`config.mk`:
```
export PLATFORM = sky130hd
export DESIGN_NAME = utf8_codepoint_decoder
export DESIGN_NICKNAME = d
export VERILOG_FILES = /design/src/hdl/u8d_pkg.sv /design/src/hdl/u8d_front.sv /design/src/hdl/u8d_queue.sv /design/src/hdl/u8d_back.sv /design/src/hdl/utf8_codepoint_decoder.sv
export SDC_FILE = /design/constraint.sdc
export NUM_CORES = 1
export LEC_CHECK = 0
export ABC_CLOCK_PERIOD_IN_PS = 8800
export BUFFER_PORTS_ARGS = -buffer_cell sky130_fd_sc_hd__buf_2
export CAP_MARGIN = 10
export CORE_MARGIN = 2
export CORE_UTILIZATION = 65
export DETAILED_ROUTE_END_ITERATION = 12
export MAX_ROUTING_LAYER = met4
export PLACE_DENSITY = 0.95
export REMOVE_ABC_BUFFERS = 1
export SYNTH_ARGS = -nofsm -noshare
export SYNTH_HDL_FRONTEND = slang
export SYNTH_HIERARCHICAL = 1
export SYNTH_SLANG_ARGS = --single-unit
```
`constraint.sdc`:
```
create_clock -name clk -period 8.8 [get_ports clk]
set_input_delay 1.76 -clock clk [delete_from_list [all_inputs] [get_ports clk]]
set_output_delay 1.76 -clock clk [all_outputs]
set_load 0.005 [all_outputs]
```
`src/hdl/u8d_pkg.sv`:
```
// ============================================================================
// u8d_pkg: shared types and constants of the UTF-8 code point decoder
// Holds the byte class patterns, the code point limits and the command beat
// passed from the front end to the result sequencer.
// ============================================================================
package u8d_pkg;

  localparam int unsigned CP_W      = 21;
  localparam int unsigned PARTIAL_W = 15;

  // Byte class masks and tags.
  localparam logic [7:0] CONT_MASK  = 8'hC0;
  localparam logic [7:0] CONT_TAG   = 8'h80;
  localparam logic [7:0] LEAD2_MASK = 8'hE0;
  localparam logic [7:0] LEAD2_TAG  = 8'hC0;
  localparam logic [7:0] LEAD3_MASK = 8'hF0;
  localparam logic [7:0] LEAD3_TAG  = 8'hE0;
  localparam logic [7:0] LEAD4_MASK = 8'hF8;
  localparam logic [7:0] LEAD4_TAG  = 8'hF0;

  // Sequence lengths.
  localparam logic [2:0] SEQ_LEN2 = 3'd2;
  localparam logic [2:0] SEQ_LEN3 = 3'd3;
  localparam logic [2:0] SEQ_LEN4 = 3'd4;

  // Code point limits.
  localparam logic [CP_W-1:0] REPL_CP = 21'h00FFFD;
  localparam logic [CP_W-1:0] MAX_CP  = 21'h10FFFF;
  localparam logic [CP_W-1:0] MIN_CP4 = 21'h010000;
  localparam logic [CP_W-1:0] MIN_CP3 = 21'h000800;
  localparam logic [CP_W-1:0] MIN_CP2 = 21'h000080;
  // Bits 15:11 of every surrogate code point U+D800..U+DFFF.
  localparam logic [4:0]      SURR_TAG = 5'b11011;

  // One command: count results, all U+FFFD replacements except the last,
  // which carries cp and rep.
  typedef struct packed {
    logic [2:0]      count;
    logic [CP_W-1:0] cp;
    logic            rep;
  } u8d_cmd_t;

endpackage

```
`src/hdl/u8d_front.sv`:
```
// ============================================================================
// u8d_front: byte classifier and sequence collector
// Tracks the open sequence and turns each accepted byte that causes results
// into one command describing them.
// ============================================================================
module u8d_front import u8d_pkg::*; (
  input  logic       clk,
  input  logic       rst_n,
  input  logic       accept,
  input  logic [7:0] data_byte,
  input  logic       stream_end,
  output logic       push,
  output u8d_cmd_t   cmd
);

  logic [1:0]           pend_r,    pend_nxt;
  logic [2:0]           seqlen_r,  seqlen_nxt;
  logic [PARTIAL_W-1:0] partial_r, partial_nxt;

  logic            cont;
  logic            ascii;
  logic [2:0]      got;
  logic [2:0]      prefix;
  logic [CP_W-1:0] acc_cp;
  logic [2:0]      lead_len;
  logic [4:0]      lead_val;
  logic            value_ok;

  always_comb begin
    cont   = (data_byte & CONT_MASK) == CONT_TAG;
    ascii  = ~data_byte[7];
    got    = {1'b0, pend_r} + 3'd1;
    prefix = {1'b0, pend_r};
    acc_cp = {partial_r, data_byte[5:0]};

    lead_len = 3'd0;
    lead_val = 5'd0;
    priority if ((data_byte & LEAD2_MASK) == LEAD2_TAG) begin
      lead_len = SEQ_LEN2;
      lead_val = data_byte[4:0];
    end else if ((data_byte & LEAD3_MASK) == LEAD3_TAG) begin
      lead_len = SEQ_LEN3;
      lead_val = {1'b0, data_byte[3:0]};
    end else if ((data_byte & LEAD4_MASK) == LEAD4_TAG) begin
      lead_len = SEQ_LEN4;
      lead_val = {2'b00, data_byte[2:0]};
    end else begin
      lead_len = 3'd0;
    end

    unique case (seqlen_r)
      SEQ_LEN2: value_ok = acc_cp >= MIN_CP2;
      SEQ_LEN3: value_ok = (acc_cp >= MIN_CP3) && (acc_cp[15:11] != SURR_TAG);
      SEQ_LEN4: value_ok = (acc_cp >= MIN_CP4) && (acc_cp <= MAX_CP);
      default:  value_ok = 1'b0;
    endcase

    pend_nxt    = pend_r;
    seqlen_nxt  = seqlen_r;
    partial_nxt = partial_r;
    cmd.count   = 3'd0;
    cmd.cp      = REPL_CP;
    cmd.rep     = 1'b1;

    if ((pend_r != 2'd0) && cont) begin
      if (got >= seqlen_r) begin
        pend_nxt    = 2'd0;
        seqlen_nxt  = 3'd0;
        partial_nxt = '0;
        if (value_ok) begin
          cmd.count = 3'd1;
          cmd.cp    = acc_cp;
          cmd.rep   = 1'b0;
        end else begin
          cmd.count = seqlen_r;
        end
      end else if (stream_end) begin
        pend_nxt    = 2'd0;
        seqlen_nxt  = 3'd0;
        partial_nxt = '0;
        cmd.count   = got;
      end else begin
        pend_nxt    = got[1:0];
        partial_nxt = acc_cp[PARTIAL_W-1:0];
      end
    end else begin
      // Any pending bytes were broken off; the byte is judged afresh on its own.
      pend_nxt    = 2'd0;
      seqlen_nxt  = 3'd0;
      partial_nxt = '0;
      if (ascii) begin
        cmd.count = prefix + 3'd1;
        cmd.cp    = {{(CP_W-8){1'b0}}, data_byte};
        cmd.rep   = 1'b0;
      end else if ((lead_len != 3'd0) && !stream_end) begin
        cmd.count   = prefix;
        pend_nxt    = 2'd1;
        seqlen_nxt  = lead_len;
        partial_nxt = {{(PARTIAL_W-5){1'b0}}, lead_val};
      end else begin
        cmd.count = prefix + 3'd1;
      end
    end

    push = accept && (cmd.count != 3'd0);
  end

  always_ff @(posedge clk) begin
    if (!rst_n) begin
      pend_r    <= 2'd0;
      seqlen_r  <= 3'd0;
      partial_r <= '0;
    end else if (accept) begin
      pend_r    <= pend_nxt;
      seqlen_r  <= seqlen_nxt;
      partial_r <= partial_nxt;
    end
  end

endmodule

```
`src/hdl/u8d_queue.sv`:
```
// ============================================================================
// u8d_queue: command queue between front end and result sequencer
// A small register FIFO of commands with full and empty flags.
// ============================================================================
module u8d_queue import u8d_pkg::*; #(
  parameter int unsigned DEPTH = 4
) (
  input  logic     clk,
  input  logic     rst_n,
  input  logic     push,
  input  u8d_cmd_t push_cmd,
  input  logic     pop,
  output u8d_cmd_t pop_cmd,
  output logic     full,
  output logic     empty
);

  localparam int unsigned PTR_W = (DEPTH > 1) ? $clog2(DEPTH) : 1;
  localparam int unsigned CNT_W = $clog2(DEPTH + 1);

  u8d_cmd_t             slots_r [DEPTH];
  logic [PTR_W-1:0]     wr_ptr_r, wr_ptr_nxt;
  logic [PTR_W-1:0]     rd_ptr_r, rd_ptr_nxt;
  logic [CNT_W-1:0]     count_r,  count_nxt;

  always_comb begin
    full    = count_r == CNT_W'(DEPTH);
    empty   = count_r == '0;
    pop_cmd = slots_r[rd_ptr_r];

    wr_ptr_nxt = wr_ptr_r;
    rd_ptr_nxt = rd_ptr_r;
    count_nxt  = count_r;
    if (push) begin
      wr_ptr_nxt = (wr_ptr_r == PTR_W'(DEPTH - 1)) ? '0 : wr_ptr_r + 1'b1;
    end
    if (pop) begin
      rd_ptr_nxt = (rd_ptr_r == PTR_W'(DEPTH - 1)) ? '0 : rd_ptr_r + 1'b1;
    end
    if (push && !pop) begin
      count_nxt = count_r + 1'b1;
    end else if (pop && !push) begin
      count_nxt = count_r - 1'b1;
    end
  end

  always_ff @(posedge clk) begin
    if (!rst_n) begin
      wr_ptr_r <= '0;
      rd_ptr_r <= '0;
      count_r  <= '0;
    end else begin
      wr_ptr_r <= wr_ptr_nxt;
      rd_ptr_r <= rd_ptr_nxt;
      count_r  <= count_nxt;
    end
  end

  always_ff @(posedge clk) begin
    if (push) begin
      slots_r[wr_ptr_r] <= push_cmd;
    end
  end

endmodule

```
`src/hdl/u8d_back.sv`:
```
// ============================================================================
// u8d_back: result sequencer
// Expands each command into its result beats and drives the output register.
// ============================================================================
module u8d_back import u8d_pkg::*; (
  input  logic            clk,
  input  logic            rst_n,
  input  logic            q_empty,
  input  u8d_cmd_t        q_cmd,
  output logic            q_pop,
  output logic            out_valid,
  input  logic            out_ready,
  output logic [CP_W-1:0] out_cp,
  output logic            out_rep,
  output logic            out_last
);

  logic [2:0]      cur_cnt_r, cur_cnt_nxt;
  logic [CP_W-1:0] cur_cp_r;
  logic            cur_rep_r;
  logic            valid_r,   valid_nxt;
  logic [CP_W-1:0] cp_r;
  logic            rep_r;
  logic            last_r;
  logic            slot_free;
  logic            emit;

  always_comb begin
    slot_free = !valid_r || out_ready;
    emit      = slot_free && (cur_cnt_r != 3'd0);
    q_pop     = !q_empty && ((cur_cnt_r == 3'd0) || (emit && (cur_cnt_r == 3'd1)));

    cur_cnt_nxt = cur_cnt_r;
    if (q_pop) begin
      cur_cnt_nxt = q_cmd.count;
    end else if (emit) begin
      cur_cnt_nxt = cur_cnt_r - 3'd1;
    end

    valid_nxt = valid_r;
    if (emit) begin
      valid_nxt = 1'b1;
    end else if (out_ready) begin
      valid_nxt = 1'b0;
    end
  end

  always_ff @(posedge clk) begin
    if (!rst_n) begin
      cur_cnt_r <= 3'd0;
      valid_r   <= 1'b0;
    end else begin
      cur_cnt_r <= cur_cnt_nxt;
      valid_r   <= valid_nxt;
    end
  end

  always_ff @(posedge clk) begin
    if (q_pop) begin
      cur_cp_r  <= q_cmd.cp;
      cur_rep_r <= q_cmd.rep;
    end
    if (emit) begin
      // Only the final beat of a command carries its own value.
      last_r <= cur_cnt_r == 3'd1;
      cp_r   <= (cur_cnt_r == 3'd1) ? cur_cp_r  : REPL_CP;
      rep_r  <= (cur_cnt_r == 3'd1) ? cur_rep_r : 1'b1;
    end
  end

  assign out_valid = valid_r;
  assign out_cp    = cp_r;
  assign out_rep   = rep_r;
  assign out_last  = last_r;

endmodule

```
`src/hdl/utf8_codepoint_decoder.sv`:
```
// ============================================================================
// utf8_codepoint_decoder: streaming UTF-8 to code point decoder
// Input beats carry one byte each, with tlast on the final byte of a stream.
// Output beats carry one code point each; tuser flags a replacement for an
// invalid byte and tlast marks the final result caused by one input byte.
//
// Usage:
//   The front end classifies each accepted byte and collects sequences. For
//   each byte that causes results it writes one command to a queue of
//   QUEUE_DEPTH entries; the sequencer expands a command into one to four
//   output beats. A byte that only extends an open sequence gives no beat.
//   The first result of a byte passes through the queue, the sequencer's
//   command register and the output register on its way to out_tvalid.
//   Throughput: one byte per cycle while bytes cause at most one result each
//   and the receiver keeps up; a byte with several results holds the sequencer
//   until all are sent; the queue absorbs such bursts before in_tready drops.
//   Reset clears the open sequence, the queue and the output valid flag.
//   When the receiver stalls, the output beat holds, the queue fills, and
//   in_tready falls once the queue is full.
// ============================================================================
module utf8_codepoint_decoder import u8d_pkg::*; #(
  parameter int unsigned QUEUE_DEPTH = 4
) (
  input  logic        clk,
  input  logic        rst_n,
  input  logic        in_tvalid,
  output logic        in_tready,
  input  logic [7:0]  in_tdata,   // [7:0] data_byte
  input  logic        in_tlast,   // stream_end
  output logic        out_tvalid,
  input  logic        out_tready,
  output logic [23:0] out_tdata,  // [20:0] code_point, [23:21] zero
  output logic        out_tuser,  // [0] is_replacement
  output logic        out_tlast   // last_of_run
);

  logic            accept;
  logic            push;
  u8d_cmd_t        push_cmd;
  logic            q_pop;
  u8d_cmd_t        q_cmd;
  logic            q_full;
  logic            q_empty;
  logic [CP_W-1:0] out_cp;

  // A byte is taken whenever the queue has room for its command.
  assign in_tready = !q_full;
  assign accept    = in_tvalid && in_tready;

  u8d_front u_front (
    .clk        (clk),
    .rst_n      (rst_n),
    .accept     (accept),
    .data_byte  (in_tdata),
    .stream_end (in_tlast),
    .push       (push),
    .cmd        (push_cmd)
  );

  u8d_queue #(
    .DEPTH (QUEUE_DEPTH)
  ) u_queue (
    .clk      (clk),
    .rst_n    (rst_n),
    .push     (push),
    .push_cmd (push_cmd),
    .pop      (q_pop),
    .pop_cmd  (q_cmd),
    .full     (q_full),
    .empty    (q_empty)
  );

  u8d_back u_back (
    .clk       (clk),
    .rst_n     (rst_n),
    .q_empty   (q_empty),
    .q_cmd     (q_cmd),
    .q_pop     (q_pop),
    .out_valid (out_tvalid),
    .out_ready (out_tready),
    .out_cp    (out_cp),
    .out_rep   (out_tuser),
    .out_last  (out_tlast)
  );

  assign out_tdata = {{(24-CP_W){1'b0}}, out_cp};

endmodule
```
==> results.toml, run 1 <==
[finish]
syn2layout_area_growth_pct = 13.39
diodes = 0
layout.area.seq_sq_um = 5015
layout.cells.most_common = "edfxtp_1"
drive_above_1_share = 0.2229
multiInputGateArea_sq_um = 2120
final_area_sq_um = 8297
final_cell_mix = "edfxtp_1, buf_2, dfxtp_1, nand2b_1, mux4_2"
layout.cells.non_filler = 656
fillers = 601
nNetsFinal = 531

[logic_synthesis]
synth-warning-count = 6
synth_area_sq_um = 7317
synth_cells = 455
synth.ff_latch_count = 178
seq_area_frac_synth = 0.6854
synth_flop_cell = "edfxtp_1"
async_flop_share = 0
synth_cell_type_count = 61
synth.avg_cell_area_sq_um = 16.08
synth-edff-count = 145

[cts]
post_cts_resize_count = 0
cts_tree = "done"
clk_pin_slew_ns = 0.07
h-tree-depth = 4
cts_buffer_depth = 2
cts_buffers = 17
post-cts-setup-buffers = 0
clock_insertion_delay_worst_skew_ns = 0.42
ctsRootBufferMaster = "clkbuf_16"
cts_num_sinks = 178
ctsHoldBuffers = 0

[floorplanning]
initial_core_util = 0.6691
die_h_um = 110.1
die_x_um = 110.1
dieArea_sq_um = 12120
rows = 38
core-area_sq_um = 10940
io_pins = 41

[routing]
wl_um = 15670
drt_iter0_drc = 529
drt-wirelength-per-cell_um = 23.89
via_per_inst = 6.567
dr.pass1.iters = 5
ant_nets = 0
remaining_drc_errors = 0
vias = 4308

[global_routing]
antenna_found_initial = 0
grt_pass1_vias = 4256
grt_use_total = 0.2940
grt_pass1_wl_um = 24480
overflow = 0
grt_start_max_net_pins = 37

[sta]
finalHoldViolations = 0
setup_viol = 0
fin_ws_ns = 4.184
fin_skew_ns = 0.01322
fin_crit_ns = 4.616
grt_setup_unrepaired = "false"
relSlewSlack = 0.2576
min_period_over_period = 0.5246
hold_ws_ns = 0.5060
slew_violations = 0
tightest_slew_ns = 1.112
max_freq_mhz = 216.6
tns_ns = 0

[worst_setup_path]
crit_slowest_cell = "o32ai_1"
path_cells = "buf_2 -> nor2_1 -> and2_1 -> nand2_1 -> o32ai_1 -> o31a_1 -> ha_1 -> inv_1 -> fa_1 -> xor2_1 -> or3_1 -> a21boi_0"
cp_max_fo = 13
start_kind = "primary input"
cpLargestDelayFamily = "simple AND/OR/NAND/NOR gates"
crit_path_end_kind = "flop"
cp.arrival_ns = 4.95
crit_buf_inv = 2
slowest_delay_ns = 0.57
critPathKind = "in -> reg"
worstPathRequired_ns = 9.14

[min_path]
hold_path_class = "reg -> reg"

[flow_run]
drv_cap = 0

[power_and_ir_drop]
p_leak_nw = 2.833
p_per_area_nw_per_um2 = 303.2
ir_drop_mv = 0.1787

[place]
portBuffers = 37
place_inst = 622
pre_cts_slack_ns = 3.895
post-dp-hpwl_um = 8947
gp_congestion = 0.9422
placed_area_sq_um = 7619

[status]
outcome = "finished, final reports clean"
==> cell families (layout without fill, tap and decap cells) <==
kind of cell    count (synthesis)  count (layout)  synth area share
mux                            32              32           0.08909
simple gates                  126             126            0.1058
fa+ha+maj                      15              15           0.02668
xor+xnor                        2               2          0.002394
buf+inv                        37              96           0.02667
flops                         178             178            0.6854
other cells                     1               3         0.0005125
compound gates                 64              64           0.06344
==> stage by stage <==
step / total power [W] / util
after floorplan: 0.001507 / -
after global placement: 0.001635 / 0.6967
after detailed placement: 0.001682 / 0.6967
after CTS: 0.002514 / 0.7551
after global routing: 0.002609 / 0.7587
final: 0.002515 / 0.7587
==> area by class of cell <==
cell class                      instances  area share
Clock buffer                           19     0.05218
Multi-Input combinational cell        242      0.2555
Tap cell                              140     0.02111
Inverter                               17    0.007691
Timing Repair Buffer                   47     0.03423
Sequential cell                       178      0.6044
Clock inverter                         13     0.02488
==> layer usage <==
layer	GRT usage	wire length (um)
met5	-	0
met1	0.3645	5745
met3	0.05820	1211
met4	0.1509	745
met2	0.4658	7968
==> path summary, 6_finish.rpt <==
kind,cells after the start,to,start,slack (ns)
setup reg to reg,15,u_queue/count_r[2],u_front/pend_r[0],4.59
hold / removal,1,u_back/out_cp[6],u_back/cur_cp_r[6],0.51
hold reg to reg,1,u_back/out_cp[6],u_back/cur_cp_r[6],0.51
setup / recovery,12,u_queue/count_r[2],in_tdata[6],4.18
==> worst reg2reg max path, cell delays in order (launching register included) <==
cell	delay (ns)
dfxtp_1	0.48
inv_1	0.11
ha_1	0.36
ha_1	0.29
nand2_1	0.04
o21ai_1	0.35
inv_1	0.13
or4_4	0.44
a22oi_2	0.28
o31a_1	0.34
ha_1	0.24
inv_1	0.07
fa_1	0.37
xor2_1	0.16
or3_1	0.30
a21boi_0	0.17
==> Yosys cell counts, drive strengths merged, types with 2 or more instances <==
library cell	number	area share
edfxtp	145	0.60
dfxtp	33	0.090
nand2b	32	0.027
mux4	25	0.080
and2	19	0.016
a21boi	18	0.018
inv	17	0.0087
nand3	16	0.011
ha	14	0.024
clkbuf	11	0.0058
nand2	11	0.0056
nor2b	11	0.0094
a21o	10	0.010
buf	9	0.012
a21oi	8	0.0065
o21ai	8	0.0055
or2	8	0.0072
mux2i	7	0.0096
nor2	6	0.0031
a31oi	4	0.0034
or4	4	0.0046
nor3	3	0.0021
nor4	3	0.0046
o41ai	3	0.0036
and2b	2	0.0021
nor3b	2	0.0021
o211ai	2	0.0021
o32ai	2	0.0024
or2b	2	0.0021
or3	2	0.0024
==> state kept, by name (all words and copies together) (netlist names), named ones only <==
name               cells
u_back/out_rep         1
u_queue/slots_r      100
u_back/out_valid       1
u_front/seqlen_r       3
u_queue/rd_ptr_r       2
u_front/pend_r         2
u_queue/count_r        3
u_queue/wr_ptr_r       2
u_back/cur_cnt_r       3
u_front/partial_r     15
u_back/out_last        1
u_back/cur_rep_r       1
u_back/cur_cp_r       21
u_back/out_cp         21
==> power by group <==
part | internal, W | total, W | switching, W
sequential | 0.00111 | 0.00117 | 0.0000577
clock | 0.000505 | 0.000817 | 0.000312
combinational | 0.000228 | 0.000531 | 0.000303
total | 0.00184 | 0.00252 | 0.000673
Note: power is estimated with default switching activity, not from simulation.
==> inputs of run 2 (changes only) <==
--- a/config.mk
+++ b/config.mk
@@ -5,14 +5,14 @@
 export SDC_FILE = /design/constraint.sdc
 export NUM_CORES = 1
 export LEC_CHECK = 0
-export ABC_CLOCK_PERIOD_IN_PS = 8800
+export ABC_CLOCK_PERIOD_IN_PS = 4200
 export BUFFER_PORTS_ARGS = -buffer_cell sky130_fd_sc_hd__buf_2
 export CAP_MARGIN = 10
 export CORE_MARGIN = 2
-export CORE_UTILIZATION = 65
+export CORE_UTILIZATION = 55
 export DETAILED_ROUTE_END_ITERATION = 12
 export MAX_ROUTING_LAYER = met4
-export PLACE_DENSITY = 0.95
+export PLACE_DENSITY = 0.87
 export REMOVE_ABC_BUFFERS = 1
 export SYNTH_ARGS = -nofsm -noshare
 export SYNTH_HDL_FRONTEND = slang
==> constraint.sdc (replaced) <==
create_clock -name clk -period 4.2 [get_ports clk]
set_input_delay 0.84 -clock clk [delete_from_list [all_inputs] [get_ports clk]]
set_output_delay 0.84 -clock clk [all_outputs]
set_load 0.005 [all_outputs]
==> results.toml, run 2 (synthesis results as in run 1) <==
[status]
outcome = "finished, final reports clean"

[power_and_ir_drop]
ir_drop_mv = 0.2924
p_comb_frac = 0.214
switching_share = 0.2643
power_switching_w = 0.001319
p_int_w = 0.003671
p_leak_nw = 2.823
p_clk_frac = 0.299
power_frac_seq = 0.487
total_power_w = 0.004989
p_per_area_nw_per_um2 = 602.4

[routing]
drt_iter0_drc = 429
via_per_inst = 5.797
wl_um = 13240
ant_nets = 0
remaining_drc_errors = 0
drt-wirelength-per-cell_um = 19.05
vias = 4029
dr.pass1.iters = 5

[sta]
relSlewSlack = 0.4952
finalHoldViolations = 0
tightest_slew_ns = 0.7573
setup_viol = 0
min_period_over_period = 0.9286
tns_ns = 0
fin_ws_ns = 0.2998
grt_setup_unrepaired = "false"
slew_violations = 0
fin_crit_ns = 3.900
max_freq_mhz = 256.4
fin_skew_ns = 0.008618

[place]
place_inst = 660
pre_cts_slack_ns = 0.09848
post-dp-hpwl_um = 8209
portBuffers = 37
placed_area_sq_um = 7679
gp_congestion = 0.8992

[floorplanning]
dieArea_sq_um = 14240
core-area_sq_um = 13140
die_h_um = 119.3
io_pins = 41
initial_core_util = 0.5570
die_x_um = 119.3
rows = 42

[finish]
final_area_sq_um = 8283
layout.cells.non_filler = 695
nNetsFinal = 534
top_register = "u_queue/slots_r"
layout.cells.most_common = "edfxtp_1"
diodes = 0
final_cell_mix = "edfxtp_1, buf_2, dfxtp_1, nand2b_1, mux4_2"
drive_above_1_share = 0.2312
syn2layout_area_growth_pct = 13.20
fillers = 918
largest_register_ffs = 100

[global_routing]
grt_use_total = 0.2041
grt_pass1_vias = 4075
overflow = 0
antenna_found_initial = 0
grt_pass1_wl_um = 21110
grt_start_max_net_pins = 37

[cts]
ctsRootBufferMaster = "clkbuf_16"
clk_pin_slew_ns = 0.07
cts_tree = "done"
clock_insertion_delay_worst_skew_ns = 0.42
cts_buffers = 17
h-tree-depth = 4
cts_buffer_depth = 2
cts_num_sinks = 178

[worst_setup_path]
worstPathRequired_ns = 4.55
critPathKind = "reg -> reg"
cp.arrival_ns = 4.25
start_kind = "flop"
cp_max_fo = 7
crit_path_end_kind = "flop"

[min_path]
hold_path_class = "reg -> reg"

[flow_run]
drv_cap = 0
==> run 2: cell count changes in the layout (fill, tap and decap cells not counted), sizes merged <==
cell	before	now
bufinv	5	1
clkinv	4	6
inv	19	21
clkbuf	19	20
buf	47	50
clkinvlp	2	1
==> run 2: worst paths after layout <==
kind              depth (start not counted)                from  slack [ns]                 end
setup / recovery                         15   u_front/pend_r[0]        0.30  u_queue/count_r[2]
hold / removal                            1  u_back/cur_cp_r[0]        0.50    u_back/out_cp[0]
setup reg to reg                         15   u_front/pend_r[0]        0.30  u_queue/count_r[2]
hold reg to reg                           1  u_back/cur_cp_r[0]        0.50    u_back/out_cp[0]
==> run 2: through the flow <==
| stage | utilization | hold WS, ns |
|---|---|---|
| floorplan | - | 0.4650 |
| global placement | 0.5845 | 0.4829 |
| detailed placement | 0.5845 | 0.4884 |
| CTS | 0.6279 | 0.5040 |
| global route | 0.6305 | 0.5206 |
| finish | 0.6305 | 0.5020 |
==> run 2: power by group through the flow <==
stage | combinational, W | sequential (W) | clock, W
5_1_grt | 0.00116 | 0.00246 | 0.00158
4_1_cts | 0.00105 | 0.00244 | 0.00152
6_report | 0.00107 | 0.00243 | 0.00149
3_5_place_dp | 0.00104 | 0.00247 | 0
2_1_floorplan | 0.000659 | 0.00250 | 0
3_3_place_gp | 0.000985 | 0.00245 | 0
==> run 2: final cells by class <==
class                      instances  area [sq um]  area share
multi-input combinational        242          2123      0.2563
tap                              176         220.2     0.02659
clock buffer                      20         467.9     0.05650
sequential                       178          5015      0.6054
inverter                          17         63.81    0.007704
timing repair buffer              50         290.3     0.03505
clock inverter                    12         102.6     0.01239
==> run 2: worst max-delay path, stage by stage (launching register included) <==
cell      delay (ns)
dfxtp_1         0.47
inv_1           0.12
ha_1            0.36
ha_1            0.30
nand2_1         0.06
o21ai_2         0.21
inv_1           0.13
or4_4           0.44
a22oi_2         0.26
o31a_1          0.23
ha_1            0.21
inv_1           0.06
fa_1            0.37
xor2_1          0.16
or3_1           0.30
a21boi_0        0.16
==> run 2: per-layer routing <==
| metal | track usage | up-vias | routed length, um |
|---|---|---|---|
| li1 | - | 1831 | - |
| met5 | - | - | 0 |
| met2 | 0.3499 | 160 | 7038 |
| met1 | 0.2360 | 2007 | 5217 |
| met3 | 0.04167 | 31 | 677 |
| met4 | 0.08456 | 0 | 308 |
==> run 2: what timing repair did <==
item	4_1_cts	5_1_grt
hold buffers	0	0
buffers inserted	0	2
setup endpoints to repair	0	1
gates resized for setup	0	1
